File: src/sv/sfq_pkg.sv
package sfq_pkg;

    typedef enum logic [1:0] {
        S_IDLE,
        S_FETCH,
        S_CMP
    } t_state;

    localparam logic [1:0] KIND_PUSH   = 2'd0;
    localparam logic [1:0] KIND_POP    = 2'd1;
    localparam logic [1:0] KIND_SEARCH = 2'd2;

    localparam logic [1:0] ST_OK    = 2'd0;
    localparam logic [1:0] ST_EMPTY = 2'd1;
    localparam logic [1:0] ST_FULL  = 2'd2;
    localparam logic [1:0] ST_MISS  = 2'd3;

endpackage

File: src/sv/searchable_fifo_queue_top.sv
// Searchable queue of signed 32-bit words, held in a ring of DEPTH entries.
// A request is taken at a rising edge where start is high and busy is low.
// i_kind selects push of i_value, pop of the oldest entry, or a search for
// i_value from oldest to newest; the unused code does nothing.
// Each request yields exactly one result on o_status, o_position and o_length,
// valid for the single cycle in which o_done is high.
// Push, pop and the unused code report in the cycle after the request is taken,
// as does a search of an empty queue.
// A search reads one entry per cycle through the single read port of the
// entry memory and tests it with one shared comparator; a match at position p,
// counted from 1 at the oldest entry, reports that position, and a miss reports
// once every held entry has been tested, so a search never scans past them.
// busy stays high until the result is shown, and a new request may be taken
// in the cycle where o_done is high.
// The receiver cannot stall, so every result must be captured when shown.
// Reset empties the queue and returns the sequencer to idle; the entry
// memory is not cleared, since only held entries are ever read.
module searchable_fifo_queue_top #(
    parameter int DEPTH = 16
) (
    input  logic               i_clk,
    input  logic               i_rst_n,
    input  logic               start,
    output logic               busy,
    input  logic [1:0]         i_kind,
    input  logic signed [31:0] i_value,
    output logic               o_done,
    output logic [1:0]         o_status,
    output logic [4:0]         o_position,
    output logic [4:0]         o_length
);

    localparam int AW = (DEPTH > 1) ? $clog2(DEPTH) : 1;
    localparam int CW = $clog2(DEPTH + 1);
    localparam logic [AW-1:0] LAST_IDX = AW'(DEPTH - 1);
    localparam logic [CW-1:0] FULL_CNT = CW'(DEPTH);

    function automatic logic [AW-1:0] ring_next(input logic [AW-1:0] idx);
        return (idx == LAST_IDX) ? '0 : idx + AW'(1);
    endfunction

    function automatic logic [4:0] low5(input logic [CW-1:0] v);
        logic [CW+4:0] ext;
        ext = {5'b0, v};
        return ext[4:0];
    endfunction

    logic signed [31:0] r_mem [DEPTH];
    logic signed [31:0] r_rdata;

    sfq_pkg::t_state r_state, n_state;
    logic [AW-1:0]      r_head, n_head;
    logic [AW-1:0]      r_tail, n_tail;
    logic [CW-1:0]      r_count, n_count;
    logic [AW-1:0]      r_ridx, n_ridx;
    logic [CW-1:0]      r_k, n_k;
    logic signed [31:0] r_key, n_key;
    logic               r_done, n_done;
    logic [1:0]         r_status, n_status;
    logic [4:0]         r_pos, n_pos;
    logic [4:0]         r_len, n_len;
    logic               wr_en;
    logic               accept;
    logic [CW-1:0]      k_inc;

    assign accept = start && (r_state == sfq_pkg::S_IDLE);
    assign k_inc  = r_k + CW'(1);

    always_comb begin
        n_state  = r_state;
        n_head   = r_head;
        n_tail   = r_tail;
        n_count  = r_count;
        n_ridx   = r_ridx;
        n_k      = r_k;
        n_key    = r_key;
        n_done   = 1'b0;
        n_status = r_status;
        n_pos    = r_pos;
        n_len    = r_len;
        wr_en    = 1'b0;
        unique case (r_state)
            sfq_pkg::S_IDLE: begin
                if (accept) begin
                    n_done   = 1'b1;
                    n_status = sfq_pkg::ST_OK;
                    n_pos    = '0;
                    n_len    = low5(r_count);
                    case (i_kind)
                        sfq_pkg::KIND_PUSH: begin
                            if (r_count == FULL_CNT) begin
                                n_status = sfq_pkg::ST_FULL;
                            end else begin
                                wr_en   = 1'b1;
                                n_tail  = ring_next(r_tail);
                                n_count = r_count + CW'(1);
                                n_len   = low5(n_count);
                            end
                        end
                        sfq_pkg::KIND_POP: begin
                            if (r_count == '0) begin
                                n_status = sfq_pkg::ST_EMPTY;
                            end else begin
                                n_head  = ring_next(r_head);
                                n_count = r_count - CW'(1);
                                n_len   = low5(n_count);
                            end
                        end
                        sfq_pkg::KIND_SEARCH: begin
                            if (r_count == '0) begin
                                n_status = sfq_pkg::ST_EMPTY;
                            end else begin
                                n_done  = 1'b0;
                                n_key   = i_value;
                                n_ridx  = r_head;
                                n_k     = '0;
                                n_state = sfq_pkg::S_FETCH;
                            end
                        end
                        default: begin
                        end
                    endcase
                end
            end
            sfq_pkg::S_FETCH: begin
                n_ridx  = ring_next(r_ridx);
                n_state = sfq_pkg::S_CMP;
            end
            sfq_pkg::S_CMP: begin
                n_len = low5(r_count);
                if (r_rdata == r_key) begin
                    n_done   = 1'b1;
                    n_status = sfq_pkg::ST_OK;
                    n_pos    = low5(k_inc);
                    n_state  = sfq_pkg::S_IDLE;
                end else if (k_inc == r_count) begin
                    n_done   = 1'b1;
                    n_status = sfq_pkg::ST_MISS;
                    n_pos    = '0;
                    n_state  = sfq_pkg::S_IDLE;
                end else begin
                    n_k    = k_inc;
                    n_ridx = ring_next(r_ridx);
                end
            end
            default: begin
                n_state = sfq_pkg::S_IDLE;
            end
        endcase
    end

    always_ff @(posedge i_clk) begin
        if (!i_rst_n) begin
            r_state <= sfq_pkg::S_IDLE;
            r_head  <= '0;
            r_tail  <= '0;
            r_count <= '0;
            r_done  <= 1'b0;
        end else begin
            r_state <= n_state;
            r_head  <= n_head;
            r_tail  <= n_tail;
            r_count <= n_count;
            r_done  <= n_done;
        end
    end

    always_ff @(posedge i_clk) begin
        r_ridx   <= n_ridx;
        r_k      <= n_k;
        r_key    <= n_key;
        r_status <= n_status;
        r_pos    <= n_pos;
        r_len    <= n_len;
    end

    always_ff @(posedge i_clk) begin
        if (wr_en) begin
            r_mem[r_tail] <= i_value;
        end
        r_rdata <= r_mem[r_ridx];
    end

    assign busy       = (r_state != sfq_pkg::S_IDLE);
    assign o_done     = r_done;
    assign o_status   = r_status;
    assign o_position = r_pos;
    assign o_length   = r_len;

    a_count_bound: assert property (@(posedge i_clk) disable iff (!i_rst_n)
        r_count <= FULL_CNT)
        else $error("queue length exceeds its depth");

    a_quick_result: assert property (@(posedge i_clk) disable iff (!i_rst_n)
        accept && (i_kind != sfq_pkg::KIND_SEARCH || r_count == '0)
        |=> o_done && !busy)
        else $error("short request did not report in the next cycle");

    a_scan_in_range: assert property (@(posedge i_clk) disable iff (!i_rst_n)
        r_state == sfq_pkg::S_CMP |-> r_k < r_count)
        else $error("search scanned past the held entries");

    a_count_held: assert property (@(posedge i_clk) disable iff (!i_rst_n)
        r_state == sfq_pkg::S_CMP |-> $stable(r_count))
        else $error("queue length changed during a search");

    a_position_found: assert property (@(posedge i_clk) disable iff (!i_rst_n)
        o_done && o_position != '0 |-> o_status == sfq_pkg::ST_OK)
        else $error("position reported without a match");

endmodule

File: config.mk
export PLATFORM = sky130hd
export DESIGN_NAME = searchable_fifo_queue_top
export DESIGN_NICKNAME = d
export VERILOG_FILES = /design/src/sv/sfq_pkg.sv /design/src/sv/searchable_fifo_queue_top.sv
export SDC_FILE = /design/constraint.sdc
export NUM_CORES = 1
export LEC_CHECK = 0
export BUFFER_PORTS_ARGS = -buffer_cell sky130_fd_sc_hd__buf_4
export CORE_AREA = 2 2 265 267
export CTS_BUF_LIST = sky130_fd_sc_hd__clkbuf_8
export DETAILED_ROUTE_END_ITERATION = 10
export DIE_AREA = 0 0 267 269
export PLACE_DENSITY = 0.48
export REMOVE_ABC_BUFFERS = 1
export SKIP_LAST_GASP = 1
export SYNTH_ARGS = -nofsm -noshare
export SYNTH_HDL_FRONTEND = slang
export SYNTH_SLANG_ARGS = --single-unit
File: constraint.sdc
create_clock -name i_clk -period 6.25 [get_ports i_clk]
set_clock_uncertainty 0.1 [all_clocks]
set_input_delay 0 -clock i_clk [delete_from_list [all_inputs] [get_ports i_clk]]
set_output_delay 0 -clock i_clk [all_outputs]
set_load 0.005 [all_outputs]
Word-level counts from Yosys, hierarchy flattened
Memory sizes are Yosys's and may differ from the RTL's. A register that Yosys moved wholly into a read port is not among the register bits.
Index checks and enable logic that the tools add are counted.
- flip-flop bits (word level): 69
- input bits: 37
- word-level logic and storage cells: 102
- memories: 1
- memory bits (writable): 512
- eq/ne operators: 16
- muxes and demuxes: 49
- reductions and logical operators: 17
- $add $sub $neg: 6
- bitwise operators: 2
- memories (memory ; words ; width ; rd ports ; clocked after memory_dff ; write ports ; line ; text):
    r_mem ; 16 ; 32 ; 1 ; 1 ; 1 ; searchable_fifo_queue_top.sv:48 ; logic signed [31:0] r_mem [DEPTH];
- operators with widths (cell ; count):
    $mux W5 ; 11
    $pmux W5 S2 ; 4
    $eq A32 B32 Y1 ; 1
    $mux W4 ; 8
    $mux W2 ; 9
    $reduce_and A4 Y1 ; 4
    $add A4 B1 Y4 const B ; 3
    $eq A4 B4 Y1 const B ; 3
    $mux W1 ; 12
    $pmux W4 S3 ; 1
    $reduce_and A6 Y1 ; 2
    $add A5 B1 Y5 const B ; 2
    $ne A2 B2 Y1 const B ; 4
    $pmux W2 S2 ; 2
    $pmux W2 S3 ; 1
    $eq A5 B5 Y1 ; 1
    $eq A5 B5 Y1 const B ; 1
    $logic_not A5 Y1 ; 1
    $sub A5 B1 Y5 const B ; 1
    $eq A2 B1 Y1 const B ; 2
    $eq A2 B2 Y1 const B ; 2
    $logic_not A2 Y1 ; 2
    $reduce_and A2 Y1 ; 2
    $reduce_bool A2 Y1 ; 2
    8 further kinds ; 9

Depth between registers and ports, before layout
- word-level depth: 7
- mapped depth: 10
- mapped depth without buffers: 8

Worst setup path after synthesis
Ideal clock, no wire load.
- path type: reg2reg
- start point: reg r_count[0]
- end point: mem r_mem[0][0], enable pin
- slack: 1773 ps
- data arrival time: 3916 ps
- cell stages (with the launch flop): 10
- required time: 5689 ps
- setup time: 461 ps
- cell sequence: dfxtp_1 clkbuf_1 inv_1 ha_1 nor3b_4 a21boi_4 and2_4 buf_8 nand2_1 nor3_1
- cells in the longest elaborated chain, start to end: 7
- RTL lines (item ; line ; text):
    start: declaration ; searchable_fifo_queue_top.sv:54 ; logic [CW-1:0] r_count, n_count;
    start signal: assignment ; searchable_fifo_queue_top.sv:163 ; r_count <= n_count;
    $eq A5 B5 Y1 ; searchable_fifo_queue_top.sv:91 ; if (r_count == FULL_CNT) begin
    $mux W1 ; searchable_fifo_queue_top.sv:91 ;
    $mux W1 ; searchable_fifo_queue_top.sv:89 ; case (i_kind)
    $mux W1 ; searchable_fifo_queue_top.sv:84 ; if (accept) begin
    $mux W1 ; searchable_fifo_queue_top.sv:82 ; unique case (r_state)
    $mux W1 ; searchable_fifo_queue_top.sv:178 ; if (wr_en) begin
    $mux W1 (implied by the code) ; searchable_fifo_queue_top.sv:179 ; r_mem[r_tail] <= i_value;
    end: declaration ; searchable_fifo_queue_top.sv:48 ;
No other way between the ends.

Worst setup path after layout
- start point: reg r_count[0]
- end point: mem r_mem[6][6], enable pin
Same word-level chain as after synthesis.

==> impl_metrics.prom <==
# TYPE chip_impl_metric gauge
chip_impl_info{name="outcome",value="completed"} 1
chip_impl_metric{name="routed-via-count",unit=""} 12400
chip_impl_metric{name="clock.fmax",unit="MHz"} 283
chip_impl_metric{name="synth.ff_latch_count",unit=""} 613
chip_impl_metric{name="numPortBuffers",unit=""} 50
chip_impl_metric{name="synth.distinct_cells",unit=""} 60
chip_impl_metric{name="synth.top_cell.area_share",unit=""} 0.710
chip_impl_metric{name="final.setup.tns",unit="ns"} 0
chip_impl_metric{name="clock_latency",unit="ns"} 0.68
chip_impl_metric{name="cts.clk_slew.worst_paths",unit="ns"} 0.06
chip_impl_metric{name="final_layout_size_suffix_gt1_frac",unit=""} 0.214
chip_impl_metric{name="wl_per_cell",unit="microns"} 22.7
chip_impl_metric{name="i_o_pins",unit=""} 51
chip_impl_metric{name="timing.hold.worst_path_depth",unit=""} 2
chip_impl_metric{name="area_delta_synth_final",unit="%"} 16.6
chip_impl_metric{name="syn_avg_cell_area",unit="sq um"} 18.0
chip_impl_metric{name="gp_congestion",unit=""} 0.750
chip_impl_metric{name="synth_area",unit="sq mm"} 0.0239
chip_impl_metric{name="met1_length",unit="microns"} 26500
chip_impl_info{name="worst-setup-path-type",value="flip-flop to flip-flop"} 1
chip_impl_metric{name="floorplan.die.height",unit="microns"} 269
chip_impl_metric{name="cts_resized",unit=""} 0
chip_impl_info{name="cells_along_the_critical_path",value="inv_1 -> ha_1 -> nor3b_4 -> a21boi_4 -> and2_4 -> nand2_1 -> nor2_4 -> buf_4"} 1
chip_impl_metric{name="timing_hold_violations_final",unit=""} 0
chip_impl_metric{name="drt.antenna.violating_nets",unit=""} 0
chip_impl_metric{name="yosys_warnings",unit=""} 0
chip_impl_info{name="synth_area_leader_cell",value="edfxtp_1"} 1
chip_impl_info{name="clock-root-buffer",value="clkbuf_8"} 1
chip_impl_info{name="cts_tree",value="yes"} 1
chip_impl_info{name="critical_path.top_delay_family",value="simple AND/OR/NAND/NOR gates"} 1
chip_impl_metric{name="wl",unit="microns"} 57100
chip_impl_metric{name="max_cap_viol_count",unit=""} 0
chip_impl_metric{name="post-dp-hpwl",unit="microns"} 29800
chip_impl_metric{name="core_area",unit="sq mm"} 0.0693
chip_impl_metric{name="setup_viol_count_final",unit=""} 0
chip_impl_info{name="regToRegEndpoint",value="r_mem[6][6]$_DFFE_PP_"} 1
chip_impl_metric{name="finish.net_count",unit=""} 1537
chip_impl_metric{name="cts.sinks",unit=""} 613
chip_impl_metric{name="starting_drt_drc_count",unit=""} 862
chip_impl_metric{name="viasPerCell",unit=""} 4.94
chip_impl_info{name="final_cell_mix",value="edfxtp_1 (565), clkbuf_8 (118), mux2i_1 (101)"} 1
chip_impl_metric{name="global_route_wire_length_before_repair",unit="microns"} 84500
chip_impl_metric{name="critical_path_arrival",unit="ns"} 3.79
chip_impl_metric{name="slowest_delay",unit="ns"} 0.82
chip_impl_info{name="crit_path_top_delay_cell",value="nor2_4"} 1
chip_impl_info{name="timing.critical_path.to_type",value="flip-flop"} 1
chip_impl_metric{name="post_synthesis_sequential_area_ratio",unit=""} 0.750
chip_impl_info{name="hold_class",value="primary input to flip-flop"} 1
chip_impl_info{name="crit_start",value="r_count[0]$_SDFFE_PN0P_"} 1
chip_impl_metric{name="p_leak",unit="nW"} 9.44
chip_impl_metric{name="placement_rows",unit=""} 97
chip_impl_metric{name="netlist_instances",unit=""} 1327
chip_impl_metric{name="antenna_found_initial",unit=""} 1
chip_impl_metric{name="grt_overflow",unit=""} 0
chip_impl_metric{name="drt_pre_antenna_iters",unit=""} 4
chip_impl_metric{name="power.density_cell_area",unit="mW/mm^2"} 302
chip_impl_info{name="final_common_cell",value="edfxtp_1"} 1
chip_impl_metric{name="grt.total_usage",unit=""} 0.161
chip_impl_metric{name="final.period_utilization",unit=""} 0.566
chip_impl_metric{name="dr_wl_met2",unit="microns"} 27400
chip_impl_info{name="r2r_start",value="r_count[0]$_SDFFE_PN0P_"} 1
chip_impl_metric{name="die_area",unit="sq mm"} 0.0718
chip_impl_metric{name="clock_path_buffers",unit=""} 3
chip_impl_metric{name="drt_drc_violations_left",unit=""} 0
chip_impl_metric{name="cp_data_required_time",unit="ns"} 6.51
chip_impl_metric{name="period_needed",unit="ns"} 3.54
chip_impl_metric{name="reg2reg_setup_slack",unit="ns"} 2.71
chip_impl_info{name="synth_flop_cell",value="edfxtp_1"} 1
chip_impl_metric{name="cts_max_level",unit=""} 3
chip_impl_metric{name="start_util",unit=""} 0.345
chip_impl_metric{name="filler_cell_count",unit=""} 6304
chip_impl_metric{name="number_of_global_route_vias_before_repair",unit=""} 12900
chip_impl_info{name="min_from",value="i_value[16]"} 1
chip_impl_metric{name="holdWs",unit="ns"} 0.0882
chip_impl_info{name="highest-signal-layer",value="met4"} 1
chip_impl_info{name="sink_of_the_worst_hold_path",value="r_mem[12][16]$_DFFE_PP_"} 1
chip_impl_metric{name="final_max_slew_viol_count",unit=""} 0
chip_impl_info{name="worstSetupStartpointType",value="flip-flop"} 1
chip_impl_metric{name="worst_path_buffer_plus_inverter_count",unit=""} 2
chip_impl_metric{name="die-width",unit="microns"} 267
chip_impl_metric{name="multi_input_area",unit="sq mm"} 0.00570
chip_impl_metric{name="rr_worst_depth",unit=""} 8
chip_impl_metric{name="relSlewSlack",unit=""} 0.338
chip_impl_metric{name="ir_drop",unit="uV"} 145
chip_impl_metric{name="fin_total_pwr",unit="mW"} 8.42
chip_impl_info{name="synth_top_cells_by_area",value="edfxtp_1 (71%), mux4_2 (6.0%), mux2i_1 (4.2%)"} 1
chip_impl_metric{name="async_reset_ff_frac",unit=""} 0
chip_impl_metric{name="clock_buffers_created_by_tritoncts",unit=""} 104
chip_impl_metric{name="met3_wirelength_from_detailed_routing",unit="microns"} 2160
chip_impl_info{name="grt_setup_unrepaired",value="false"} 1
chip_impl_metric{name="grt_start_max_net_pins",unit=""} 91
chip_impl_metric{name="path_max_fanout",unit=""} 21
chip_impl_metric{name="worst_slew_pin_slew",unit="ns"} 0.993
chip_impl_metric{name="synth-edff-count",unit=""} 565
chip_impl_metric{name="regArea",unit="sq mm"} 0.0179
cell usage after synthesis, types with 3 or more instances:
library cell,instances
a21o_1,3
a21oi_1,45
a221oi_1,32
a22oi_1,34
a31oi_1,3
a32oi_1,3
and2_1,9
and3_1,4
buf_2,21
buf_4,10
clkbuf_1,37
dfxtp_1,48
edfxtp_1,565
ha_1,17
inv_1,12
mux2_2,32
mux2i_1,101
mux4_2,64
nand2_1,60
nand2b_1,3
nand3_1,9
nand4_1,8
nor2_1,32
nor2b_1,6
nor3_1,12
o21ai_0,72
xnor2_1,39
xor2_1,5
metal layers:
metal | GRT usage | vias to the layer above
met5 | 0 | -
met1 | 0.220 | 6488
met2 | 0.264 | 245
li1 | - | 5626
met4 | 0.0513 | 0
met3 | 0.0266 | 71
final cells by class:
cell class,count,area share
Sequential cell,613,0.644
Tap cell,940,0.0422
Multi-Input combinational cell,631,0.205
Clock inverter,78,0.0131
Inverter,12,0.00162
Antenna cell,1,0.0000898
Clock buffer,118,0.0583
Timing Repair Buffer,121,0.0366
power breakdown:
part | switching [mW] | internal (mW) | total (mW)
logic | 0.288 | 0.194 | 0.482
registers | 0.0296 | 4.53 | 4.56
clock network | 1.57 | 1.80 | 3.37
total | 1.89 | 6.53 | 8.42
worst max path at each step:
stage	endpoint	slack [ns]	cells past startpoint
floorplan	r_ridx[0]$_DFFE_PP_	-1.77	3
global placement	r_mem[6][26]$_DFFE_PP_	2.77	8
detailed placement	r_mem[6][26]$_DFFE_PP_	2.68	8
CTS	r_mem[6][3]$_DFFE_PP_	2.65	8
global route	r_mem[4][10]$_DFFE_PP_	2.48	8
finish	r_mem[6][6]$_DFFE_PP_	2.71	8
sequential cells by signal, indices dropped and copies added (netlist names), 5 cells and up:
name        count
o_length        5
o_position      5
r_count         5
r_k             5
r_key          32
r_mem         512
r_rdata        32
cell families (layout without fill, tap and decap cells):
family,Yosys count,after routing,synth area share
mux,197,197,0.118
xor+xnor,44,44,0.0161
simple gates,157,157,0.0317
flops,613,613,0.750
buf+inv,83,329,0.0165
fa+ha+maj,17,17,0.00890
other cells,0,1,0
compound gates,216,216,0.0591
stage by stage:
step,worst slack [ns],instance area [sq um],instances,util
detailed placement,2.68,25500,2278,0.368
finish,2.71,27900,2514,0.402
CTS,2.65,27900,2513,0.402
global placement,2.77,25500,2278,0.368
global route,2.48,27900,2514,0.402
floorplan,-1.77,23600,1256,-
what timing repair did:
action / 4_1_cts / 5_1_grt
hold endpoints to repair: 570 / 0
setup buffers: 0 / 0
hold buffers: 39 / 0
worst reg2reg max path: stages, from the launching register on:
cell and delay [ns]:
dfxtp_1 0.65, inv_1 0.09, ha_1 0.25, nor3b_4 0.21, a21boi_4 0.22, and2_4 0.24, nand2_1 0.24, nor2_4 0.82
buf_4 0.38
No activity file was read; power rests on OpenSTA's default activity.
